<file path="config.mk">
export PLATFORM = sky130hd
export DESIGN_NAME = ost_fifo
export DESIGN_NICKNAME = d
export VERILOG_FILES = /design/src/rtl/ost_pkg.sv /design/src/rtl/ost_fifo.sv
export SDC_FILE = /design/constraint.sdc
export NUM_CORES = 1
export LEC_CHECK = 0
export ABC_AREA = 1
export BUFFER_PORTS_ARGS = -buffer_cell sky130_fd_sc_hd__buf_2
export CAP_MARGIN = 10
export CORE_UTILIZATION = 45
export CTS_CLUSTER_DIAMETER = 40
export DETAILED_ROUTE_END_ITERATION = 6
export PLACE_DENSITY = 0.71
export SYNTH_ARGS = -nofsm -noshare
export SYNTH_HDL_FRONTEND = slang
export SYNTH_SLANG_ARGS = --single-unit
</file>
<file path="constraint.sdc">
create_clock -name i_clk -period 3 [get_ports i_clk]
set_clock_uncertainty 0.05 [all_clocks]
set_input_delay 0 -clock i_clk [delete_from_list [all_inputs] [get_ports i_clk]]
set_output_delay 0 -clock i_clk [all_outputs]
set_load 0.03 [all_outputs]
</file>
<file path="src/rtl/ost_pkg.sv">
`default_nettype none

package ost_pkg;

    localparam int RAW_W       = 64;
    localparam int KEPT_BITS   = 49;
    localparam int RUN_LIMIT   = 5;
    localparam int RUN_W       = 3;
    localparam int STEP_BITS   = 7;
    localparam int STEP_COUNT  = KEPT_BITS / STEP_BITS;
    localparam int STEP_CNT_W  = $clog2(STEP_COUNT);
    localparam int ID_W        = 32;
    localparam int SIDE_POS    = 32;
    localparam int QTY_POS     = 33;
    localparam int VALUE_POS   = 41;
    localparam int VALUE_W     = 8;
    localparam int SUM_W       = 40;
    localparam int COUNT_W     = 32;
    localparam int DEF_ID_BITS = 16;

    typedef struct packed {
        logic [ID_W-1:0]    id;
        logic               sell;
        logic [VALUE_W-1:0] value;
    } t_order;

    typedef struct packed {
        logic               sell_seen;
        logic               buy_seen;
        logic [VALUE_W-1:0] lowest_sell;
        logic [VALUE_W-1:0] highest_buy;
        logic [SUM_W-1:0]   sum;
        logic [COUNT_W-1:0] count;
    } t_rec;

    localparam t_rec REC_RESET = t_rec'{
        sell_seen:   1'b0,
        buy_seen:    1'b0,
        lowest_sell: {VALUE_W{1'b1}},
        highest_buy: {VALUE_W{1'b0}},
        sum:         {SUM_W{1'b0}},
        count:       {COUNT_W{1'b0}}
    };

endpackage

`default_nettype wire

</file>
<file path="src/rtl/ost_fifo.sv">
`default_nettype none

module ost_fifo (
    input  wire logic         i_clk,
    input  wire logic         i_rst_n,
    input  wire logic         i_push,
    input  wire ost_pkg::t_order i_data,
    output logic              o_full,
    input  wire logic         i_pop,
    output ost_pkg::t_order   o_data,
    output logic              o_empty
);
    import ost_pkg::*;

    localparam int DEPTH = 2;
    localparam int PTR_W = $clog2(DEPTH);
    localparam int CNT_W = $clog2(DEPTH + 1);

    t_order           r_buf [DEPTH];
    logic [PTR_W-1:0] r_wr_ptr;
    logic [PTR_W-1:0] r_rd_ptr;
    logic [CNT_W-1:0] r_count, n_count;

    assign o_full  = (r_count == CNT_W'(DEPTH));
    assign o_empty = (r_count == '0);
    assign o_data  = r_buf[r_rd_ptr];

    always_comb begin
        n_count = r_count;
        if (i_push && !i_pop) begin
            n_count = r_count + CNT_W'(1);
        end else if (i_pop && !i_push) begin
            n_count = r_count - CNT_W'(1);
        end
    end

    always_ff @(posedge i_clk) begin
        if (!i_rst_n) begin
            r_wr_ptr <= '0;
            r_rd_ptr <= '0;
            r_count  <= '0;
        end else begin
            r_count <= n_count;
            if (i_push) begin
                r_wr_ptr <= r_wr_ptr + PTR_W'(1);
            end
            if (i_pop) begin
                r_rd_ptr <= r_rd_ptr + PTR_W'(1);
            end
        end
        if (i_push) begin
            r_buf[r_wr_ptr] <= i_data;
        end
    end

endmodule

`default_nettype wire

</file>
Word-level counts from Yosys, hierarchy flattened
Memories as Yosys holds them, arrays and structs flattened. A register that Yosys moved wholly into a read port is not among the register bits.
Cells that the tools add are included.
Widths: inputs -> output; s select.

word-level totals
  memories kept = 1
  word-level logic and storage cells = 21
  register bits after elaboration = 4
  output and inout port bits = 43
  memory bits (writable) = 82
  bits of input ports = 45

operators by class
  $add $sub $neg = 4
  reductions and logical operators = 6
  equal/unequal tests = 1
  muxes and demuxes = 6

memories
  name   depth  bits a word  rd ports  clocked after memory_dff  wr ports  line            RTL
  r_buf  2      41           1         1                         1         ost_fifo.sv:19  t_order r_buf [DEPTH];

operators by type and width
  operator             number
  $mux 1               4
  $mux 2               2
  $add 1x1->1 const B  2
  $add 2x1->2 const B  1
  $eq 2x2->1 const B   1
  $logic_and 1x1->1    2
  $logic_not 1->1      2
  $logic_not 2->1      1
  $reduce_bool 2->1    1
  $sub 2x1->2 const B  1

Depth between registers and ports, before layout
Gate-level depths: netlist (run 1).

  depth in word-level cells = 4
  gate-level depth with buffers = 8
  depth with buffers taken out = 8

Least setup slack after synthesis (run 1)
No wires, ideal clock.

  path type = reg2reg
  from = register r_wr_ptr
  to = memory r_buf[0][0] (netlist bit), enable pin
  library setup time = 440 ps
  stages on the path, launching flop included = 2
  clock period less this slack = 2538 ps
  path slack = 462 ps
  data required time = 2510 ps
  data arrival time = 2047 ps
  path through = dfxtp_1 nor2_1

RTL lines
  what                    line            RTL
  start, declared         ost_fifo.sv:20  logic [PTR_W-1:0] r_wr_ptr;
  start signal, assigned  ost_fifo.sv:45  r_wr_ptr <= r_wr_ptr + PTR_W'(1);
  end, declared           ost_fifo.sv:19

Straight into the memory's write port.

Worst setup path in the final report (run 1)
  from = register r_wr_ptr
  to = register r_wr_ptr

on the way
  word-level cells in the longest chain between the ends = 1

RTL lines
  what         line
  $add 1x1->1  ost_fifo.sv:45

Every way passes these cells.
A chain may end at the register's enable or synchronous reset.

==> impl_metrics.ini, run 1 <==
[grt]
grt.overflow.total = 0
groute.usage.overall = 0.1513
via_count_of_the_first_global_routing_pass = 1862
grt_antenna_before_repair = 0
grt_pass1_wl_um = 8535
grt_max_degree = 42

[critical_path]
worstRegToRegCells = 5
timing.critical_path.to_type = flop
cp.required_ns = 3.18
rr_startpoint = r_wr_ptr$_SDFFE_PN0P_
worstPathMaxFanout = 3
regToRegSetupSlack_ns = 1.08
critical_path_depth = 5
r2r-end = r_wr_ptr$_SDFFE_PN0P_
worst_path_largest_cell_delay_ns = 0.56
critical_path_buf_inv_count = 2
arrival_ns = 2.10
cpMaxStageDelayCell = sky130_fd_sc_hd__dlygate4sd3_1
worstSetupEndpoint = r_wr_ptr$_SDFFE_PN0P_
setup_crit_start_kind = flop
category_of_the_critical_setup_timing_path = reg2reg
crit_chain = nand2_1 > nand2_1 > dlygate4sd3_1 > nor2_1 > dlygate4sd3_1
critical_path.startpoint = r_wr_ptr$_SDFFE_PN0P_
timing.critical_path.max_delay_family = buffers and inverters

[hold_path]
hp-class = in2reg

[logic_synthesis]
syn-cell-area_um2 = 3393
synth.largest_area_cell = sky130_fd_sc_hd__edfxtp_1
post_synth_xor_area_fraction = 0
ys_top_cells_by_area = sky130_fd_sc_hd__edfxtp_1, sky130_fd_sc_hd__mux2_4, sky130_fd_sc_hd__dfxtp_1, sky130_fd_sc_hd__buf_12, sky130_fd_sc_hd__nor2_1
post_synth.cell_area_avg_um2 = 20.82
yosys_register_bits = 87
synth_simple_gate_area_frac = 0.02212
syn-instance-count = 163
synth.top_cell.area_share = 0.7257
synth_compound_gate_area_share = 0.002950
syn_nets = 209
synth-adder-area-share = 0.003687
synth-warning-count = 0
synth_seq_area_share = 0.7552
synth.distinct_cells = 14
largest_family_of_logic_cells_by_synthesized_area = multiplexers
yosys-mux-area-fraction = 0.1803

[routing]
post_drt_wl_per_cell_um = 14.37
detailroute.via_count = 1876
drc_errors = 0
avgViaCountPerCell = 4.609
routed_wirelength_um = 5848
antenna_left = 0
drt_pre_antenna_iters = 4
drt_iter0_drc = 59

[place]
place_area_um2 = 3910
gpl.final_weighted_congestion = 0.6754
numPortBuffers = 87
post_dp_hpwl_um = 3501

[finish]
finish.net_count = 349
antenna-diode-count = 0
layout_commonest_cell = sky130_fd_sc_hd__buf_2
layout.cell_area.non_filler_um2 = 4582
post_route_cells_drive_above_1_share = 0.4838
layout_overhead_on_the_synthesized_area_pct = 35.03
leading_cell_types_in_the_layout_fill_and_taps_excluded = sky130_fd_sc_hd__buf_2, sky130_fd_sc_hd__edfxtp_1, sky130_fd_sc_hd__dlygate4sd3_1
fillerInstances = 535

[clock_tree]
ctsRootBufferMaster = sky130_fd_sc_hd__clkbuf_8
cts-htree-levels = 3
clk_path_buf_depth = 2
clock_sink_count = 87
clk_transition_reported_paths_ns = 0.08
clkLatencyLatePin_ns = 0.34
post_cts.resized_instances = 0
number_of_buffers_created_by_cts = 9
tritoncts_clock_tree = done

[timing]
rsz0062_at_grt = false
finalMaxSlewViolations = 0
setup_viol = 0
fin_crit_ns = 1.920
max_slew.worst_pin.slew_ns = 0.8898
tightest_slew_margin_relative_to_the_limit = 0.4059
finalSetupTns_ns = 0
max_freq_mhz = 521.0
finalHoldViolCount = 0
period_share = 0.6398

[floorplanning]
io_pins = 88
placementRows = 31
dieArea_um2 = 7892
initial_utilization = 0.4678
core_area_um2 = 7253
horizontal_extent_of_the_die_um = 88.84
fp.dieH_um = 88.84

[power_and_ir_drop]
power_leakage_nw = 1.864
ir_drop_mv = 0.3725
pwr_density_cell_nw_per_um2 = 591.5

[flow_run]
maxCapViolations = 0

[outcome]
outcome = complete, no violations
-- cell type report --
class                      instances  area, um^2  area share
clock inverter                     7       97.59     0.02130
inverter                           8       30.03    0.006554
timing repair buffer             134       925.9      0.2021
sequential                        87        2564      0.5595
clock buffer                       9       123.9     0.02703
tap                               99       123.9     0.02703
multi-input combinational         63       716.9      0.1565
-- where the power goes --
part           internal (mW)  switching, mW
clock                  0.470          0.401
sequential              1.40         0.0193
combinational          0.188          0.232
total                   2.06          0.652
-- layer usage --
layer,share of wire,track usage
met1,0.41,0.1644
met2,0.52,0.2664
met3,0.058,0.05690
met4,0.014,0.06158
met5,0,0
-- timing repair --
action                    in CTS  in global routing
buffers inserted               0                  0
hold endpoints to repair      87                  0
hold buffers                  45                  0
-- synth_stat cells --
library cell               count
sky130_fd_sc_hd__a21oi_1       1
sky130_fd_sc_hd__edfxtp_1     82
sky130_fd_sc_hd__ha_1          1
sky130_fd_sc_hd__inv_1         8
sky130_fd_sc_hd__buf_6         1
sky130_fd_sc_hd__nand2_1       8
sky130_fd_sc_hd__mux2_2        1
sky130_fd_sc_hd__mux2_4       40
sky130_fd_sc_hd__o21ai_0       1
sky130_fd_sc_hd__nand3_1       1
sky130_fd_sc_hd__nor2_1        9
sky130_fd_sc_hd__buf_12        4
sky130_fd_sc_hd__nand4_1       1
sky130_fd_sc_hd__dfxtp_1       5
-- stage by stage --
step	setup WS (ns)	cells	util	hold slack, ns	power, mW
2_1_floorplan	0.4623	163	-	0.04887	1.722
3_3_place_gp	1.409	346	0.5391	0.1393	1.811
3_5_place_dp	1.391	346	0.5391	0.1422	1.823
4_1_cts	1.168	407	0.6317	0.002065	2.736
5_1_grt	1.041	407	0.6317	0.02321	2.816
6_report	1.080	407	0.6317	0.02093	2.710
-- logic make-up (layout without fill, tap and decap cells) --
| group | Yosys count | in the layout |
|---|---|---|
| compound gates | 2 | 2 |
| fa+ha+maj | 1 | 1 |
| buf+inv | 13 | 158 |
| flops | 87 | 87 |
| mux | 41 | 41 |
| simple gates | 19 | 19 |
-- worst min-delay path: stages --
cell and delay [ns]:
sky130_fd_sc_hd__buf_2 0.11, sky130_fd_sc_hd__ha_1 0.18, sky130_fd_sc_hd__a21oi_1 0.07
-- worst min-delay path by stage --
stage	start	slack, ns	cells after the start	endpoint
finish	i_push	0.02	3	r_count[0]$_SDFFE_PN0P_
global route	i_push	0.02	3	r_count[0]$_SDFFE_PN0P_
CTS	i_push	0.002	3	r_count[0]$_SDFFE_PN0P_
detailed placement	i_data[32]	0.14	1	r_buf[1][32]$_DFFE_PP_
global placement	i_data[37]	0.14	1	r_buf[0][37]$_DFFE_PP_
floorplan	i_data[0]	0.05	0	r_buf[0][0]$_DFFE_PP_
-- flip-flops by register name, indices dropped and copies added (netlist names), named ones only --
signal and cells:
r_rd_ptr 1, r_buf 82, r_wr_ptr 1, r_count 2
Power figures use the tool's default switching activity.
==> inputs of run 2 (changes only) <==
clock period = 1.93 ns   (was 3 ns; I/O delays follow)
==> run 2 against run 1 <==
Compared with the run above:
- maximum frequency grew 8.2%
- sequential share of layout area shrank 1.0 points
- design area grew 1.9%
- critical endpoint unchanged
- highest routed layer unchanged
==> impl_metrics.ini, run 2 (synthesis results as in run 1) <==
[timing]
period_share = 0.9195
timing.hold.ws_ns = 0.01569
finalHoldViolCount = 0
fin_crit_ns = 1.775
max_freq_mhz = 563.5
finalWorstSetupSlack_ns = 0.1554
finalSetupTns_ns = 0
finalMaxSlewViolations = 0
max_slew.worst_pin.slew_ns = 0.4331
rsz0062_at_grt = false
tightest_slew_margin_relative_to_the_limit = 0.7113
setup_viol = 0

[power_and_ir_drop]
pwr_density_cell_nw_per_um2 = 956.4
power_leakage_nw = 1.902
totalPowerFinal_mw = 4.467
ir_drop_mv = 0.5027

[critical_path]
timing.critical_path.to_type = flop
worstRegToRegCells = 5
arrival_ns = 1.95
worstPathMaxFanout = 3
category_of_the_critical_setup_timing_path = reg2reg
critical_path.startpoint = r_wr_ptr$_SDFFE_PN0P_
rr_startpoint = r_wr_ptr$_SDFFE_PN0P_
setup_crit_start_kind = flop
cp.required_ns = 2.10

[clock_tree]
cts.repair_timing.setup_buffer_count = 0
tritoncts_clock_tree = done
cts-htree-levels = 3
clock_sink_count = 87
ctsRootBufferMaster = sky130_fd_sc_hd__clkbuf_8
clk_transition_reported_paths_ns = 0.08
clkLatencyLatePin_ns = 0.33
clk_path_buf_depth = 2
number_of_buffers_created_by_cts = 9

[floorplanning]
initial_utilization = 0.4678
io_pins = 88
fp.dieH_um = 88.84
horizontal_extent_of_the_die_um = 88.84
core_area_um2 = 7253
dieArea_um2 = 7892
placementRows = 31

[hold_path]
min_path_cells = 3
hold_path.startpoint = i_push
hp-class = in2reg

[place]
post_dp_hpwl_um = 3482
gpl.final_weighted_congestion = 0.6062
numPortBuffers = 87
place_worst_setup_slack_ns = 0.5211

[grt]
grt_pass1_wl_um = 8521
grt.overflow.total = 0
groute.usage.overall = 0.1505
grt_max_degree = 42
grt_antenna_before_repair = 0
via_count_of_the_first_global_routing_pass = 1877

[routing]
avgViaCountPerCell = 4.438
drt_iter0_drc = 42
antenna_left = 0
post_drt_wl_per_cell_um = 14.08
routed_wirelength_um = 5758
drc_errors = 0
drt_pre_antenna_iters = 4
detailroute.via_count = 1815

[flow_run]
maxCapViolations = 0

[finish]
antenna-diode-count = 0
post_route_cells_drive_above_1_share = 0.4871
top_register = r_buf
largest_register_ff_count = 82
fillerInstances = 539
leading_cell_types_in_the_layout_fill_and_taps_excluded = sky130_fd_sc_hd__buf_2, sky130_fd_sc_hd__edfxtp_1, sky130_fd_sc_hd__dlygate4sd3_1
final_core_utilization = 0.6440
layout_overhead_on_the_synthesized_area_pct = 37.65
largest_registers = r_buf x82, r_count x2
layout_commonest_cell = sky130_fd_sc_hd__buf_2
finish.net_count = 351

[outcome]
outcome = complete, no violations
-- run 2: critical path, cell delays in order (launching register included) --
cell and delay (ns):
sky130_fd_sc_hd__dfxtp_2 0.36, sky130_fd_sc_hd__nand2_1 0.08, sky130_fd_sc_hd__nand2_1 0.06, sky130_fd_sc_hd__dlygate4sd3_1 0.54, sky130_fd_sc_hd__nor2_1 0.04, sky130_fd_sc_hd__dlygate4sd3_1 0.54
-- run 2: report_power, final --
part	total, mW	leakage, nW	internal [mW]	switching (mW)
Clock	1.60	0.130	0.994	0.609
Combinational	0.647	0.960	0.301	0.346
Sequential	2.22	0.812	2.18	0.0400
-- run 2: layout make-up --
| type | instances | area (um^2) | area share |
|---|---|---|---|
| clock buffers | 9 | 123.9 | 0.02652 |
| repair buffers | 136 | 965.9 | 0.2068 |
| inverters | 8 | 30.03 | 0.006429 |
| well taps | 99 | 123.9 | 0.02652 |
| clock inverters | 7 | 145.1 | 0.03107 |
| flip-flops and latches | 87 | 2565 | 0.5492 |
| multi-input cells | 63 | 716.9 | 0.1535 |
-- run 2: layer usage --
metal	track usage	vias to the layer above	share of wire	wire length, um
li1	-	895	-	-
met1	0.1594	864	0.40	2318
met2	0.2783	50	0.55	3159
met3	0.03918	6	0.036	209
met4	0.07038	0	0.012	71
met5	0	-	0	0
-- run 2: worst paths after layout --
path / to / slack [ns]
setup / recovery: r_wr_ptr$_SDFFE_PN0P_ / 0.16
hold / removal: r_count[0]$_SDFFE_PN0P_ / 0.02
setup reg to reg: r_wr_ptr$_SDFFE_PN0P_ / 0.16
hold reg to reg: r_rd_ptr$_SDFFE_PN0P_ / 0.45
-- run 2: what timing repair did --
action,in CTS,in global routing
gates resized for setup,0,1
hold endpoints to repair,87,0
hold buffers,45,0
endpoints found under the setup margin,0,1
-- run 2: metrics by stage --
stage	area [um^2]	std cells
final	4671	409
after global routing	4671	409
after CTS	4669	409
after detailed placement	3950	348
after global placement	3950	348
after floorplan	3396	163
