File: src/rtl/ost_pkg.sv
`default_nettype none

package ost_pkg;

    localparam int RAW_W       = 64;
    localparam int KEPT_BITS   = 49;
    localparam int RUN_LIMIT   = 5;
    localparam int RUN_W       = 3;
    localparam int STEP_BITS   = 7;
    localparam int STEP_COUNT  = KEPT_BITS / STEP_BITS;
    localparam int STEP_CNT_W  = $clog2(STEP_COUNT);
    localparam int ID_W        = 32;
    localparam int SIDE_POS    = 32;
    localparam int QTY_POS     = 33;
    localparam int VALUE_POS   = 41;
    localparam int VALUE_W     = 8;
    localparam int SUM_W       = 40;
    localparam int COUNT_W     = 32;
    localparam int DEF_ID_BITS = 16;

    typedef struct packed {
        logic [ID_W-1:0]    id;
        logic               sell;
        logic [VALUE_W-1:0] value;
    } t_order;

    typedef struct packed {
        logic               sell_seen;
        logic               buy_seen;
        logic [VALUE_W-1:0] lowest_sell;
        logic [VALUE_W-1:0] highest_buy;
        logic [SUM_W-1:0]   sum;
        logic [COUNT_W-1:0] count;
    } t_rec;

    localparam t_rec REC_RESET = t_rec'{
        sell_seen:   1'b0,
        buy_seen:    1'b0,
        lowest_sell: {VALUE_W{1'b1}},
        highest_buy: {VALUE_W{1'b0}},
        sum:         {SUM_W{1'b0}},
        count:       {COUNT_W{1'b0}}
    };

endpackage

`default_nettype wire

File: src/rtl/ost_front.sv
`default_nettype none

module ost_front (
    input  wire logic                     i_clk,
    input  wire logic                     i_rst_n,
    input  wire logic                     i_valid,
    output logic                          o_ready,
    input  wire logic [ost_pkg::RAW_W-1:0] i_raw_packet,
    input  wire logic                     i_clr_done,
    input  wire logic                     i_fifo_full,
    output logic                          o_push,
    output ost_pkg::t_order               o_order
);
    import ost_pkg::*;

    localparam logic [1:0] FE_IDLE = 2'd0;
    localparam logic [1:0] FE_WORK = 2'd1;
    localparam logic [1:0] FE_PUSH = 2'd2;

    localparam logic [STEP_CNT_W-1:0] LAST_STEP = STEP_CNT_W'(STEP_COUNT - 1);

    logic [1:0]            r_state, n_state;
    logic [STEP_CNT_W-1:0] r_cnt, n_cnt;
    logic [RAW_W-1:0]      r_raw, n_raw;
    logic [RUN_W-1:0]      r_run, n_run;
    logic [KEPT_BITS-1:0]  r_kept, n_kept;

    logic [RAW_W-1:0]     s_raw;
    logic [RUN_W-1:0]     s_run;
    logic [KEPT_BITS-1:0] s_kept;

    // Several unstuffing steps per cycle: the raw word shifts down as bits are used,
    // by two where a run of five ones forces the following bit to be dropped.
    always_comb begin
        s_raw  = r_raw;
        s_run  = r_run;
        s_kept = r_kept;
        for (int s = 0; s < STEP_BITS; s++) begin
            s_kept = {s_raw[0], s_kept[KEPT_BITS-1:1]};
            if (s_raw[0]) begin
                s_run = s_run + RUN_W'(1);
            end else begin
                s_run = '0;
            end
            if (s_run == RUN_W'(RUN_LIMIT)) begin
                s_raw = s_raw >> 2;
                s_run = '0;
            end else begin
                s_raw = s_raw >> 1;
            end
        end
    end

    assign o_ready = (r_state == FE_IDLE) && i_clr_done;
    assign o_push  = (r_state == FE_PUSH) && !i_fifo_full;
    assign o_order = t_order'{
        id:    r_kept[ID_W-1:0],
        sell:  r_kept[SIDE_POS],
        value: r_kept[VALUE_POS +: VALUE_W]
    };

    always_comb begin
        n_state = r_state;
        n_cnt   = r_cnt;
        n_raw   = r_raw;
        n_run   = r_run;
        n_kept  = r_kept;
        unique case (r_state)
            FE_IDLE: begin
                if (i_valid && o_ready) begin
                    n_raw   = i_raw_packet;
                    n_run   = '0;
                    n_cnt   = '0;
                    n_state = FE_WORK;
                end
            end
            FE_WORK: begin
                n_raw  = s_raw;
                n_run  = s_run;
                n_kept = s_kept;
                n_cnt  = r_cnt + STEP_CNT_W'(1);
                if (r_cnt == LAST_STEP) begin
                    n_state = FE_PUSH;
                end
            end
            FE_PUSH: begin
                if (!i_fifo_full) begin
                    n_state = FE_IDLE;
                end
            end
            default: begin
                n_state = FE_IDLE;
            end
        endcase
    end

    always_ff @(posedge i_clk) begin
        if (!i_rst_n) begin
            r_state <= FE_IDLE;
            r_cnt   <= '0;
        end else begin
            r_state <= n_state;
            r_cnt   <= n_cnt;
        end
        r_raw  <= n_raw;
        r_run  <= n_run;
        r_kept <= n_kept;
    end

endmodule

`default_nettype wire

File: config.mk
export PLATFORM = sky130hd
export DESIGN_NAME = ost_front
export DESIGN_NICKNAME = d
export VERILOG_FILES = /design/src/rtl/ost_pkg.sv /design/src/rtl/ost_front.sv
export SDC_FILE = /design/constraint.sdc
export NUM_CORES = 1
export LEC_CHECK = 0
export ABC_CLOCK_PERIOD_IN_PS = 8600
export BUFFER_PORTS_ARGS = -buffer_cell sky130_fd_sc_hd__buf_2
export CORE_MARGIN = 4
export CORE_UTILIZATION = 40
export CTS_CLUSTER_SIZE = 10
export DETAILED_ROUTE_END_ITERATION = 6
export PLACE_DENSITY_LB_ADDON = 0.1
export SYNTH_ARGS = -nofsm -noshare
export SYNTH_HDL_FRONTEND = slang
export SYNTH_SLANG_ARGS = --single-unit
File: constraint.sdc
create_clock -name i_clk -period 8.6 [get_ports i_clk]
set_input_delay 1.72 -clock i_clk [delete_from_list [all_inputs] [get_ports i_clk]]
set_output_delay 1.72 -clock i_clk [all_outputs]
set_load 0.02 [all_outputs]
## Word-level counts from Yosys, hierarchy flattened

Index checks and enable logic that the tools add are counted.
W data, S select, Z words.

| storage, ports and cells | value |
|---|---|
| memories kept | 0 |
| latch bits | 0 |
| output and inout bits | 43 |
| logic and storage cells | 64 |
| ROM bits | 0 |
| register bits | 121 |
| bits in writable memories | 0 |

| cells by class | value |
|---|---|
| bitwise gates (word level) | 0 |
| multiplexer cells | 30 |
| shifts and indexed selects | 0 |
| add/sub/neg operators | 8 |
| reduce and logical (&&, ||, !) cells | 8 |
| multipliers | 0 |
| equal/unequal tests | 13 |
| div/mod/pow operators | 0 |
| order comparisons | 0 |

Operators with widths:

| operator | count |
|---|---|
| $mux W63 | 3 |
| $pmux W64 S2 | 1 |
| $mux W64 | 1 |
| $mux W62 | 1 |
| $mux W61 | 1 |
| $mux W60 | 1 |
| $mux W59 | 1 |
| $mux W3 | 15 |
| $add A3 B1 Y3 const B | 8 |
| $eq A3 B3 Y1 const B | 8 |
| $pmux W3 S2 | 2 |
| $mux W2 | 3 |
| $pmux W2 S3 | 1 |
| $ne A2 B2 Y1 const B | 2 |
| $logic_and A1 B1 Y1 | 3 |
| $reduce_and A3 Y1 | 1 |
| $eq A2 B1 Y1 const B | 1 |
| $eq A2 B2 Y1 const B | 1 |
| $logic_not A2 Y1 | 1 |
| $ne A2 B1 Y1 const B | 1 |
| $reduce_and A2 Y1 | 1 |
| $reduce_bool A2 Y1 | 1 |
| $logic_not A1 Y1 | 1 |

## Longest topological paths before layout

Gate-level depths: netlist of the first run.

| logic depth | value |
|---|---|
| depth after elaboration | 29 |
| gate-level depth with buffers | 41 |

## Least setup slack after synthesis of the first run

OpenSTA, ideal clock, no wires.

| path | value |
|---|---|
| kind | reg-to-reg |
| from | register r_run[0] |
| to | register r_raw[0] (data pin) |
| setup time | 261 ps |
| data required time | 8339 ps |
| stages on the path, launching flop included | 38 |
| slack | -406 ps |
| clock period less this slack | 9006 ps |
| buffers on the path | 8 |
| arrival | 8745 ps |
| cells stage by stage | edfxtp_1 > ha_1 > xnor2_2 > buf_2 > nor2_1 > nor2_1 > ha_1 > or4_4 > a221o_1 > a21o_1 > nor2_2 > buf_2 > buf_1 > buf_1 > a21oi_1 > ha_1 > and3_1 > o2bb2ai_1 > (+2 left out) > a21oi_1 > ha_1 > inv_1 > nor4_1 > a211oi_1 > o21a_1 > ha_1 > nor4_2 > o21ba_2 > buf_2 > clkbuf_1 > nor2_1 > ha_1 > nor4_1 > o2111ai_1 > buf_4 > buf_2 > a221o_1 |

| on the way | value |
|---|---|
| longest elaborated chain between the ends | 29 |

Ends and longest elaborated chain:

| element | line | source |
|---|---|---|
| from (decl) | ost_front.sv:25 | `logic [RUN_W-1:0] r_run, n_run;` |
| from (signal assigned) | ost_front.sv:106 | `r_run <= n_run;` |
| $add A3 B1 Y3 (*) | ost_front.sv:41 | `s_run = s_run + RUN_W'(1);` |
| $mux W3 (*) | ost_front.sv:40 | `if (s_raw[0]) begin` |
| $eq A3 B3 Y1 | ost_front.sv:45 | `if (s_run == RUN_W'(RUN_LIMIT)) begin` |
| $mux W3 | ost_front.sv:45 |  |
| $add A3 B1 Y3 | ost_front.sv:41 |  |
| $mux W3 | ost_front.sv:40 |  |
| $eq A3 B3 Y1 | ost_front.sv:45 |  |
| $mux W3 | ost_front.sv:45 |  |
| (+14 left out) | n/a |  |
| $eq A3 B3 Y1 | ost_front.sv:45 |  |
| $mux W3 | ost_front.sv:45 |  |
| $add A3 B1 Y3 | ost_front.sv:41 |  |
| $mux W3 | ost_front.sv:40 |  |
| $eq A3 B3 Y1 | ost_front.sv:45 |  |
| $mux W63 (*) | ost_front.sv:45 |  |
| $pmux W64 S2 (*) | ost_front.sv:68 | `unique case (r_state)` |
| net n_raw[0] | ost_front.sv:24 | `logic [RAW_W-1:0] r_raw, n_raw;` |
| to (signal assigned) | ost_front.sv:105 | `r_raw <= n_raw;` |
| to (decl) | ost_front.sv:24 |  |

Mark *: on every way through the listed nets, which the timed path passes. The rest lies on a longest branch.
A chain may end at the register's enable or synchronous reset.

## Worst setup path in the final report of the first run

| path | value |
|---|---|
| from | register r_run[0] |
| to | register r_raw[21] (data pin) |

Same word-level chain as after synthesis.

==> results of run 1 <==
-- routing by layer --
layer  vias up  routed length, um
met4         0                490
li1       4374                  -
met2       237              12900
met1      4305              13300
met5         -                  0
met3        36               1160
-- worst max-delay path: cells and delay by family (launching register included) --
kind / cells / cell delay [ps]
AOI/OAI and AO/OA: 10 / 1970
buffers and inverters: 2 / 340
adders and majority gates: 6 / 1580
muxes: 1 / 180
and+or+nand+nor: 11 / 2840
xor gates and xnor gates: 1 / 270
DFF: 1 / 500
-- final timing paths --
kind                      to  slack (ps)  depth (start not counted)
hold / removal    r_kept[27]         410                          0
setup / recovery   r_raw[21]         650                         31
setup reg to reg   r_raw[21]         650                         31
hold reg to reg   r_kept[27]         410                          0
-- state kept, by name (all words and copies together) (netlist names) --
name	cells
r_kept	49
r_cnt	3
r_state	2
r_raw	64
r_run	3
-- power by group --
| part | leakage [nW] | total (mW) | internal, mW | switching (mW) |
|---|---|---|---|---|
| registers | 1.14 | 0.755 | 0.715 | 0.0399 |
| clock network | 0.280 | 0.740 | 0.433 | 0.307 |
| logic | 3.52 | 0.889 | 0.323 | 0.565 |
| total | 4.93 | 2.38 | 1.47 | 0.912 |
-- cell type report --
cell class	count	share of cell area (%)
well taps	330	3.62
flip-flops and latches	121	31.4
clock buffers	17	3.73
multi-input cells	884	52.5
repair buffers	138	6.76
clock inverters	14	1.44
inverters	14	0.472
-- repair_timing --
action / 4_1_cts / 5_1_grt
hold buffers: 0 / 0
resized for setup: 0 / 2
buffers inserted: 0 / 4
endpoints found under the setup margin: 0 / 58
hold endpoints to repair: 0 / 0
-- cells by family after synthesis --
kind of cell	after synthesis	share of synthesized area, %
flops	121	35.0
buf+inv	148	7.51
fa+ha+maj	9	1.10
xor+xnor	4	0.416
simple gates	342	15.1
compound gates	359	24.0
mux	170	16.8
-- layout by cell type, fill, tap and decap left out, types with 11 or more instances in the layout --
master and count:
sky130_fd_sc_hd__mux2i_1 159, sky130_fd_sc_hd__nor2_1 136, sky130_fd_sc_hd__edfxtp_1 116, sky130_fd_sc_hd__nand2_1 112, sky130_fd_sc_hd__buf_2 111, sky130_fd_sc_hd__o22ai_1 60, sky130_fd_sc_hd__o21ai_0 58, sky130_fd_sc_hd__a211oi_1 56
sky130_fd_sc_hd__a21o_1 53, sky130_fd_sc_hd__a22oi_1 51, sky130_fd_sc_hd__buf_4 26, sky130_fd_sc_hd__and2_1 21, sky130_fd_sc_hd__a21oi_1 19, sky130_fd_sc_hd__clkbuf_16 17, sky130_fd_sc_hd__o21ai_1 15, sky130_fd_sc_hd__nand3_1 14
sky130_fd_sc_hd__inv_1 12, sky130_fd_sc_hd__nor3_1 12, sky130_fd_sc_hd__mux2_2 11
-- per-stage QoR --
step / instances / hold slack (ps)
floorplan: 1153 / 400
global placement: 1483 / 401
detailed placement: 1483 / 406
CTS: 1514 / 413
global route: 1518 / 420
finish: 1518 / 413
-- cells in the mapped netlist (4+ instances only) --
cell                       number
sky130_fd_sc_hd__ha_1           9
sky130_fd_sc_hd__a21oi_1       20
sky130_fd_sc_hd__mux2_2        11
sky130_fd_sc_hd__o21a_1         4
sky130_fd_sc_hd__dfxtp_1        5
sky130_fd_sc_hd__o21ai_1       15
sky130_fd_sc_hd__nor3b_1        4
sky130_fd_sc_hd__a221o_1        7
sky130_fd_sc_hd__nor3_1        13
sky130_fd_sc_hd__nor2_1       136
sky130_fd_sc_hd__o21ai_0       58
sky130_fd_sc_hd__nor2b_1        6
sky130_fd_sc_hd__buf_6          4
sky130_fd_sc_hd__nand3_1       15
sky130_fd_sc_hd__nand2_1      112
sky130_fd_sc_hd__a22oi_1       51
sky130_fd_sc_hd__mux2i_1      159
sky130_fd_sc_hd__buf_4         42
sky130_fd_sc_hd__or2_2          5
sky130_fd_sc_hd__and2_1        21
sky130_fd_sc_hd__edfxtp_1     116
sky130_fd_sc_hd__clkbuf_1      50
sky130_fd_sc_hd__nor4_1         6
sky130_fd_sc_hd__o22ai_1       60
sky130_fd_sc_hd__buf_1         18
sky130_fd_sc_hd__o211ai_1       6
sky130_fd_sc_hd__buf_2         20
sky130_fd_sc_hd__a211oi_1      56
sky130_fd_sc_hd__inv_1         14
sky130_fd_sc_hd__a21o_1        53
==> impl_metrics.xml, run 1 <==
<?xml version="1.0" encoding="UTF-8"?>
<metrics>
  <group name="sta">
    <metric name="final-hold-violation-count" unit="">0</metric>
    <metric name="unrepaired_setup_endpoints_after_global_routing" unit="">no</metric>
    <metric name="slew_viol_final" unit="">0</metric>
    <metric name="finalClockSkew" unit="ps">10.1</metric>
    <metric name="clock.fmax" unit="GHz">0.126</metric>
    <metric name="layout_worst_path_cycle_share" unit="%">92.5</metric>
    <metric name="setup_viol" unit="">0</metric>
    <metric name="finalCriticalPeriod" unit="ps">7950</metric>
    <metric name="postLayoutSetupSlackWorst" unit="ps">648</metric>
    <metric name="slew-limit-headroom" unit="%">32.0</metric>
    <metric name="fin_tns_setup" unit="ps">0</metric>
    <metric name="worst-slew-pin-transition" unit="ps">1020</metric>
  </group>
  <group name="logic_synthesis">
    <metric name="synthCells" unit="">1153</metric>
    <metric name="sequential_element_share_of_the_synthesized_area" unit="%">35.0</metric>
    <metric name="ys_warn_count" unit="">0</metric>
    <metric name="synth-seq-cells" unit="">121</metric>
    <metric name="synth_top_area_share" unit="%">34.1</metric>
    <metric name="synth_async_sr_flop_share" unit="%">0</metric>
    <metric name="post_synth_instance_area" unit="mm2">0.0102</metric>
    <metric name="synth_enable_flop_cells" unit="">116</metric>
    <metric name="synth.avg_cell_area" unit="um2">8.87</metric>
    <metric name="synthFlopType" unit="">sky130_fd_sc_hd__edfxtp_1</metric>
    <metric name="netlist-cell-type-count" unit="">71</metric>
    <metric name="cells_taking_the_most_area_after_synthesis" unit="">sky130_fd_sc_hd__edfxtp_1 34%, sky130_fd_sc_hd__mux2i_1 16%, sky130_fd_sc_hd__nor2_1 5.0%</metric>
    <metric name="synth_top_area_cell" unit="">sky130_fd_sc_hd__edfxtp_1</metric>
    <metric name="syn-num-nets" unit="">1231</metric>
  </group>
  <group name="drt">
    <metric name="route.detailed.vias_per_inst" unit="">5.90</metric>
    <metric name="drt_iter0_drc" unit="">691</metric>
    <metric name="routedWlPerCell" unit="um">18.4</metric>
    <metric name="drt-pass1-iter-count" unit="">5</metric>
    <metric name="total_number_of_vias" unit="">8952</metric>
    <metric name="detail_route.wirelength" unit="mm">27.9</metric>
    <metric name="postRouteAntennaNets" unit="">0</metric>
    <metric name="drc_errors" unit="">0</metric>
  </group>
  <group name="finish">
    <metric name="layout.nets" unit="">1254</metric>
    <metric name="post_route_cells_drive_above_1_share" unit="%">17.8</metric>
    <metric name="n_fill_cell" unit="">2459</metric>
    <metric name="multi_input_area" unit="mm2">0.00599</metric>
    <metric name="design_area" unit="mm2">0.0114</metric>
    <metric name="ff_latch_area" unit="mm2">0.00358</metric>
    <metric name="antenna_cells" unit="">0</metric>
    <metric name="final_core_util" unit="%">45.3</metric>
    <metric name="area_delta_synth_final" unit="%">11.5</metric>
  </group>
  <group name="grt">
    <metric name="grt-busiest-layer" unit="">met2</metric>
    <metric name="globalRouteMet1Util" unit="%">27.3</metric>
    <metric name="grt_first_pass_wirelength" unit="mm">45.3</metric>
    <metric name="pin_count_of_the_biggest_net_entering_global_routing" unit="">81</metric>
    <metric name="global_route.usage.met3" unit="%">2.84</metric>
    <metric name="antenna_found_initial" unit="">0</metric>
    <metric name="grt_pass1_vias" unit="">8417</metric>
    <metric name="grt_overflow_total" unit="">0</metric>
    <metric name="gr-usage-met2" unit="%">31.1</metric>
    <metric name="grtUsageTotal" unit="%">19.4</metric>
  </group>
  <group name="clock_network">
    <metric name="root_buffer" unit="">sky130_fd_sc_hd__clkbuf_16</metric>
    <metric name="cts.clk_slew.worst_paths" unit="ps">60</metric>
    <metric name="clk_path_buf_depth" unit="">2</metric>
    <metric name="htree_num_levels" unit="">4</metric>
    <metric name="cts_tree" unit="">yes</metric>
    <metric name="insertion_delay" unit="ps">420</metric>
    <metric name="clock_buffer_count_from_cts" unit="">17</metric>
    <metric name="clkSinkCount" unit="">121</metric>
  </group>
  <group name="floorplan">
    <metric name="core_box_area" unit="mm2">0.0252</metric>
    <metric name="die-width" unit="um">168</metric>
    <metric name="die_area" unit="mm2">0.0282</metric>
    <metric name="initial_utilization" unit="%">40.6</metric>
    <metric name="fp-row-count" unit="">58</metric>
    <metric name="ioPinCount" unit="">112</metric>
    <metric name="die_y" unit="um">168</metric>
  </group>
  <group name="worst_hold_path">
    <metric name="min-delay-path-class" unit="">flop to flop</metric>
    <metric name="hold_path_startpoint" unit="">r_kept[34]</metric>
  </group>
  <group name="placed_design">
    <metric name="detailed_place.area" unit="mm2">0.0108</metric>
    <metric name="globalplace.congestion" unit="">0.875</metric>
    <metric name="post_placement_worst_setup_slack" unit="ps">281</metric>
    <metric name="hpwl" unit="mm">19.1</metric>
    <metric name="port_buffers" unit="">111</metric>
  </group>
  <group name="worst_setup_path">
    <metric name="crit_path_max_fanout" unit="">47</metric>
    <metric name="cp_data_required_time" unit="ps">8780</metric>
    <metric name="regToRegStartpoint" unit="">r_run[0]</metric>
    <metric name="crit_type" unit="">flop to flop</metric>
    <metric name="critPathCaptureType" unit="">flop</metric>
    <metric name="critPathMaxStageDelay" unit="ps">590</metric>
    <metric name="start_kind" unit="">flop</metric>
    <metric name="cpMaxStageDelayCell" unit="">sky130_fd_sc_hd__or4_4</metric>
    <metric name="cp-startpoint" unit="">r_run[0]</metric>
    <metric name="crit_top_cell" unit="">sky130_fd_sc_hd__ha_1</metric>
    <metric name="cp_data_arrival_time" unit="ps">8130</metric>
  </group>
  <group name="pwr">
    <metric name="worst_supply_voltage_drop_on_vdd" unit="uV">122</metric>
    <metric name="cellPowerDensity" unit="mW/mm2">209</metric>
    <metric name="post-layout-total-power" unit="mW">2.38</metric>
    <metric name="leakage" unit="nW">4.93</metric>
  </group>
  <group name="outcome">
    <metric name="run_status" unit="">completed</metric>
  </group>
  <group name="flow_run">
    <metric name="drv.max_cap_violation_count" unit="">0</metric>
  </group>
</metrics>
(Power assumes the default switching activity.)
==> inputs of run 2 (changes only) <==
CORE_UTILIZATION = 52   (was 40)
==> impl_metrics.xml, run 2 (synthesis results as in run 1) <==
<?xml version="1.0" encoding="UTF-8"?>
<metrics>
  <group name="outcome">
    <metric name="run_status" unit="">completed</metric>
  </group>
  <group name="grt">
    <metric name="grt_pass1_vias" unit="">8193</metric>
    <metric name="grt_first_pass_wirelength" unit="mm">42.1</metric>
    <metric name="grt_overflow_total" unit="">0</metric>
    <metric name="grtUsageTotal" unit="%">23.4</metric>
    <metric name="antenna_found_initial" unit="">0</metric>
    <metric name="pin_count_of_the_biggest_net_entering_global_routing" unit="">79</metric>
  </group>
  <group name="finish">
    <metric name="finalNonFillerCells" unit="">1454</metric>
    <metric name="area_delta_synth_final" unit="%">10.9</metric>
    <metric name="antenna_cells" unit="">0</metric>
    <metric name="mostFrequentLayoutCells" unit="">159 x sky130_fd_sc_hd__mux2i_1, 136 x sky130_fd_sc_hd__nor2_1, 116 x sky130_fd_sc_hd__edfxtp_1, 112 x sky130_fd_sc_hd__nand2_1, 111 x sky130_fd_sc_hd__buf_2</metric>
    <metric name="layout.cells.most_common" unit="">sky130_fd_sc_hd__mux2i_1</metric>
    <metric name="largestRegisters" unit="">r_raw x64, r_kept x49</metric>
    <metric name="design_area" unit="mm2">0.0113</metric>
    <metric name="largest_register" unit="">r_raw</metric>
    <metric name="post_route_cells_drive_above_1_share" unit="%">17.7</metric>
    <metric name="largest_register_ff_count" unit="">64</metric>
    <metric name="layout.nets" unit="">1254</metric>
  </group>
  <group name="worst_setup_path">
    <metric name="critical_path.n_buffers_inverters" unit="">3</metric>
    <metric name="crit_path_max_fanout" unit="">23</metric>
    <metric name="cp_data_required_time" unit="ps">8770</metric>
    <metric name="cp_data_arrival_time" unit="ps">8230</metric>
    <metric name="crit_type" unit="">flop to flop</metric>
    <metric name="regToRegStartpoint" unit="">r_run[0]</metric>
    <metric name="crit_top_cell" unit="">sky130_fd_sc_hd__ha_1</metric>
    <metric name="critPathCaptureType" unit="">flop</metric>
    <metric name="cpMaxStageDelayCell" unit="">sky130_fd_sc_hd__or4_4</metric>
    <metric name="start_kind" unit="">flop</metric>
    <metric name="worst_path_dominant_cell_family" unit="">simple AND/OR/NAND/NOR gates</metric>
    <metric name="critPathMaxStageDelay" unit="ps">590</metric>
    <metric name="cp-startpoint" unit="">r_run[0]</metric>
  </group>
  <group name="placed_design">
    <metric name="number_of_placed_instances_taps_included" unit="">1422</metric>
    <metric name="detailed_place.area" unit="mm2">0.0107</metric>
    <metric name="port_buffers" unit="">111</metric>
    <metric name="hpwl" unit="mm">17.9</metric>
    <metric name="post_placement_worst_setup_slack" unit="ps">491</metric>
    <metric name="globalplace.congestion" unit="">0.938</metric>
  </group>
  <group name="worst_hold_path">
    <metric name="min-delay-path-class" unit="">flop to flop</metric>
    <metric name="hold_path_startpoint" unit="">r_kept[40]</metric>
  </group>
  <group name="floorplan">
    <metric name="ioPinCount" unit="">112</metric>
    <metric name="initial_utilization" unit="%">52.7</metric>
    <metric name="die_area" unit="mm2">0.0220</metric>
    <metric name="die_y" unit="um">148</metric>
    <metric name="core_box_area" unit="mm2">0.0194</metric>
    <metric name="die-width" unit="um">148</metric>
    <metric name="fp-row-count" unit="">51</metric>
  </group>
  <group name="drt">
    <metric name="drt_iter0_drc" unit="">706</metric>
    <metric name="drc_errors" unit="">0</metric>
    <metric name="drt-pass1-iter-count" unit="">6</metric>
    <metric name="route.detailed.vias_per_inst" unit="">6.21</metric>
    <metric name="routedWlPerCell" unit="um">18.0</metric>
    <metric name="detail_route.wirelength" unit="mm">26.2</metric>
    <metric name="postRouteAntennaNets" unit="">0</metric>
    <metric name="total_number_of_vias" unit="">9033</metric>
  </group>
  <group name="clock_network">
    <metric name="cts_tree" unit="">yes</metric>
    <metric name="root_buffer" unit="">sky130_fd_sc_hd__clkbuf_16</metric>
    <metric name="htree_num_levels" unit="">4</metric>
    <metric name="clk_path_buf_depth" unit="">2</metric>
    <metric name="cts.clk_slew.worst_paths" unit="ps">60</metric>
    <metric name="clock_buffer_count_from_cts" unit="">17</metric>
    <metric name="insertion_delay" unit="ps">420</metric>
    <metric name="clkSinkCount" unit="">121</metric>
  </group>
  <group name="sta">
    <metric name="worst-slew-pin-transition" unit="ps">1000</metric>
    <metric name="finalClockSkew" unit="ps">14.1</metric>
    <metric name="clock.fmax" unit="GHz">0.124</metric>
    <metric name="layout_worst_path_cycle_share" unit="%">93.7</metric>
    <metric name="setup_viol" unit="">0</metric>
    <metric name="slew-limit-headroom" unit="%">33.0</metric>
    <metric name="finalCriticalPeriod" unit="ps">8050</metric>
    <metric name="fin_tns_setup" unit="ps">0</metric>
    <metric name="slew_viol_final" unit="">0</metric>
    <metric name="postLayoutSetupSlackWorst" unit="ps">546</metric>
    <metric name="final-hold-violation-count" unit="">0</metric>
    <metric name="unrepaired_setup_endpoints_after_global_routing" unit="">no</metric>
  </group>
  <group name="pwr">
    <metric name="leakage" unit="nW">4.95</metric>
    <metric name="cellPowerDensity" unit="mW/mm2">213</metric>
    <metric name="worst_supply_voltage_drop_on_vdd" unit="uV">151</metric>
  </group>
  <group name="flow_run">
    <metric name="drv.max_cap_violation_count" unit="">0</metric>
  </group>
</metrics>
[run 2: layout make-up]
type	count	area, um2
multi-input cells	884	5970
well taps	265	332
clock inverters	14	209
repair buffers	138	758
fillers	1750	8060
inverters	14	53.8
clock buffers	18	429
flip-flops and latches	121	3580
[run 2: stage by stage]
stage / hold WS [ps] / utilization [%] / power (mW)
4_1_cts: 417 / 58.4 / 2.43
5_1_grt: 413 / 58.5 / 2.57
3_3_place_gp: 400 / 55.1 / 1.63
2_1_floorplan: 400 / - / 1.43
6_report: 417 / 58.5 / 2.42
3_5_place_dp: 406 / 55.1 / 1.63
[run 2: final timing paths]
path	end	slack (ps)	cells after the start
max	r_raw[40]	550	30
min	r_kept[33]	420	0
max reg2reg	r_raw[40]	550	30
min reg2reg	r_kept[33]	420	0
[run 2: timing repair]
action                                  CTS  global route
endpoints found under the hold margin     0             0
hold buffers                              0             0
endpoints found under the setup margin    0             2
setup buffers                             0             0
gates resized for setup                   0             1
[run 2: worst register-to-register path, delay by kind of cell (launching register included)]
kind            cells  cell delay (ps)
compound gates     10             2030
fa+ha+maj           6             1720
buf+inv             3              570
flops               1              470
mux                 1              190
simple gates       10             2820
[run 2: layer usage]
metal,routed length [um],vias up,part of all wire (%),track usage (%)
li1,-,4380,-,-
met1,11700,4260,45,32.8
met2,12500,368,48,38.1
met3,1670,25,6.4,4.05
met4,334,0,1.3,5.31
met5,0,-,0,0
[run 2: power breakdown]
part           switching, mW  internal, mW  leakage (nW)
clock network          0.294         0.494         0.309
registers             0.0383         0.715          1.14
logic                  0.560         0.320          3.51
==> inputs of run 3 (changes only) <==
BUFFER_PORTS_ARGS = unset   (was -buffer_cell sky130_fd_sc_hd__buf_2)
DONT_BUFFER_PORTS = 1   (was unset)
==> impl_metrics.xml, run 3 (synthesis results as in run 1) <==
<?xml version="1.0" encoding="UTF-8"?>
<metrics>
  <group name="finish">
    <metric name="layout.cells.most_common" unit="">sky130_fd_sc_hd__mux2i_1</metric>
    <metric name="multi_input_area" unit="mm2">0.00597</metric>
    <metric name="design_area" unit="mm2">0.0108</metric>
    <metric name="mostFrequentLayoutCells" unit="">159 x sky130_fd_sc_hd__mux2i_1, 136 x sky130_fd_sc_hd__nor2_1, 116 x sky130_fd_sc_hd__edfxtp_1, 112 x sky130_fd_sc_hd__nand2_1, 60 x sky130_fd_sc_hd__o22ai_1</metric>
    <metric name="layout.nets" unit="">1141</metric>
    <metric name="antenna_cells" unit="">0</metric>
    <metric name="area_delta_synth_final" unit="%">5.25</metric>
    <metric name="largestRegisters" unit="">r_raw x64, r_kept x49</metric>
    <metric name="post_route_cells_drive_above_1_share" unit="%">9.11</metric>
    <metric name="largest_register_ff_count" unit="">64</metric>
    <metric name="finalNonFillerCells" unit="">1341</metric>
    <metric name="ff_latch_area" unit="mm2">0.00358</metric>
    <metric name="n_fill_cell" unit="">1791</metric>
    <metric name="largest_register" unit="">r_raw</metric>
  </group>
  <group name="drt">
    <metric name="total_number_of_vias" unit="">8539</metric>
    <metric name="routedWlPerCell" unit="um">19.4</metric>
    <metric name="detail_route.wirelength" unit="mm">26.0</metric>
    <metric name="drt_iter0_drc" unit="">647</metric>
    <metric name="route.detailed.vias_per_inst" unit="">6.37</metric>
    <metric name="postRouteAntennaNets" unit="">0</metric>
    <metric name="drt-pass1-iter-count" unit="">5</metric>
    <metric name="drc_errors" unit="">0</metric>
  </group>
  <group name="placed_design">
    <metric name="detailed_place.area" unit="mm2">0.0101</metric>
    <metric name="globalplace.congestion" unit="">0.872</metric>
    <metric name="number_of_placed_instances_taps_included" unit="">1309</metric>
    <metric name="hpwl" unit="mm">17.5</metric>
    <metric name="post_placement_worst_setup_slack" unit="ps">507</metric>
    <metric name="port_buffers" unit="">0</metric>
  </group>
  <group name="worst_hold_path">
    <metric name="min-delay-path-class" unit="">flop to flop</metric>
    <metric name="worstHoldEndpoint" unit="">r_kept[33]</metric>
    <metric name="hold_path_cell_cnt" unit="">0</metric>
    <metric name="hold_path_startpoint" unit="">r_kept[40]</metric>
  </group>
  <group name="worst_setup_path">
    <metric name="critPathMaxStageDelay" unit="ps">590</metric>
    <metric name="cp_data_arrival_time" unit="ps">8150</metric>
    <metric name="critPathCaptureType" unit="">flop</metric>
    <metric name="setup_slack_of_the_most_critical_reg_to_reg_path" unit="ps">620</metric>
    <metric name="r2r.worst_path.cells" unit="">30</metric>
    <metric name="cpMaxStageDelayCell" unit="">sky130_fd_sc_hd__or4_4</metric>
    <metric name="crit_path_max_fanout" unit="">40</metric>
    <metric name="crit_top_cell" unit="">sky130_fd_sc_hd__ha_1</metric>
    <metric name="cp_data_required_time" unit="ps">8780</metric>
    <metric name="worstReg2RegEnd" unit="">r_raw[22]</metric>
    <metric name="regToRegStartpoint" unit="">r_run[0]</metric>
    <metric name="crit_type" unit="">flop to flop</metric>
    <metric name="start_kind" unit="">flop</metric>
  </group>
  <group name="sta">
    <metric name="setup_viol" unit="">0</metric>
    <metric name="unrepaired_setup_endpoints_after_global_routing" unit="">no</metric>
    <metric name="slew_viol_final" unit="">0</metric>
    <metric name="worst-slew-pin-transition" unit="ps">1030</metric>
    <metric name="final-hold-violation-count" unit="">0</metric>
    <metric name="clock.fmax" unit="GHz">0.125</metric>
    <metric name="slew-limit-headroom" unit="%">31.6</metric>
    <metric name="postLayoutSetupSlackWorst" unit="ps">621</metric>
    <metric name="finalCriticalPeriod" unit="ps">7980</metric>
    <metric name="finalClockSkew" unit="ps">10.3</metric>
    <metric name="layout_worst_path_cycle_share" unit="%">92.8</metric>
    <metric name="fin_tns_setup" unit="ps">0</metric>
  </group>
  <group name="clock_network">
    <metric name="cts_post_setup_buffers_inserted" unit="">0</metric>
    <metric name="cts_tree" unit="">yes</metric>
    <metric name="clock_buffer_count_from_cts" unit="">17</metric>
    <metric name="htree_num_levels" unit="">4</metric>
    <metric name="root_buffer" unit="">sky130_fd_sc_hd__clkbuf_16</metric>
    <metric name="cts-resized-gates" unit="">0</metric>
    <metric name="cts.clk_slew.worst_paths" unit="ps">60</metric>
    <metric name="clkSinkCount" unit="">121</metric>
    <metric name="clk_path_buf_depth" unit="">2</metric>
    <metric name="insertion_delay" unit="ps">430</metric>
    <metric name="postCtsHoldBufs" unit="">0</metric>
  </group>
  <group name="floorplan">
    <metric name="die_area" unit="mm2">0.0220</metric>
    <metric name="initial_utilization" unit="%">52.7</metric>
    <metric name="ioPinCount" unit="">112</metric>
    <metric name="die_y" unit="um">148</metric>
    <metric name="fp-row-count" unit="">51</metric>
    <metric name="core_box_area" unit="mm2">0.0194</metric>
    <metric name="die-width" unit="um">148</metric>
  </group>
  <group name="outcome">
    <metric name="run_status" unit="">completed</metric>
  </group>
  <group name="pwr">
    <metric name="cellPowerDensity" unit="mW/mm2">221</metric>
    <metric name="worst_supply_voltage_drop_on_vdd" unit="uV">139</metric>
    <metric name="leakage" unit="nW">4.50</metric>
  </group>
  <group name="grt">
    <metric name="grt_overflow_total" unit="">0</metric>
    <metric name="grt_first_pass_wirelength" unit="mm">42.2</metric>
    <metric name="grtUsageTotal" unit="%">23.4</metric>
    <metric name="pin_count_of_the_biggest_net_entering_global_routing" unit="">81</metric>
    <metric name="grt_pass1_vias" unit="">8064</metric>
    <metric name="antenna_found_initial" unit="">0</metric>
  </group>
  <group name="flow_run">
    <metric name="drv.max_cap_violation_count" unit="">0</metric>
  </group>
</metrics>
==> run 3: cell types whose count changed in the layout (fill, tap and decap cells not counted) <==
cell / delta
sky130_fd_sc_hd__buf_6: +1
sky130_fd_sc_hd__clkinvlp_4: +2
sky130_fd_sc_hd__buf_12: +1
sky130_fd_sc_hd__bufinv_16: -1
sky130_fd_sc_hd__clkinv_4: -1
sky130_fd_sc_hd__buf_4: -4
sky130_fd_sc_hd__buf_2: -111
==> run 3: per-stage QoR <==
step | hold slack, ps | utilization (%) | power, mW
6_report | 414 | 55.5 | 2.38
5_1_grt | 418 | 55.5 | 2.51
4_1_cts | 410 | 55.4 | 2.38
3_5_place_dp | 405 | 52.3 | 1.61
3_3_place_gp | 402 | 52.3 | 1.61
2_1_floorplan | 400 | - | 1.43
==> run 3: critical path, delay by kind of cell (launching register included) <==
kind	cells	cell delay (ps)
AO/OA/AOI/OAI	10	1950
adder cells (fa/ha/maj)	6	1740
multiplexers	1	180
flip-flops	1	470
buffers and inverters	3	520
AND/OR/NAND/NOR	10	2860
==> run 3: worst max path at each step <==
stage / start / endpoint / cells after the start
2_1_floorplan: r_run[0] / r_raw[0] / 37
3_3_place_gp: r_run[0] / r_raw[51] / 29
3_5_place_dp: r_run[0] / r_raw[22] / 30
4_1_cts: r_run[0] / r_raw[22] / 30
5_1_grt: r_run[0] / r_raw[46] / 31
6_report: r_run[0] / r_raw[22] / 30
==> run 3: power breakdown <==
group | internal (mW) | switching (mW) | total (mW)
Clock | 0.464 | 0.297 | 0.761
Combinational | 0.307 | 0.540 | 0.847
Sequential | 0.716 | 0.0533 | 0.769
Total | 1.49 | 0.890 | 2.38
==> run 3: layer usage <==
metal  share of wire, %  vias to the layer above  global-route usage [%]
li1                   -                     4138                       -
met2                 47                      284                    37.6
met3                5.5                       41                    4.66
met1                 45                     4076                    32.0
met5                  0                        -                       0
met4                2.2                        0                    7.16
==> run 3: layout make-up <==
type	count	share of cell area (%)
Clock buffer	18	3.99
Timing Repair Buffer	25	1.90
Inverter	14	0.500
Multi-Input combinational cell	884	55.5
Sequential cell	121	33.3
Clock inverter	14	1.72
Tap cell	265	3.08
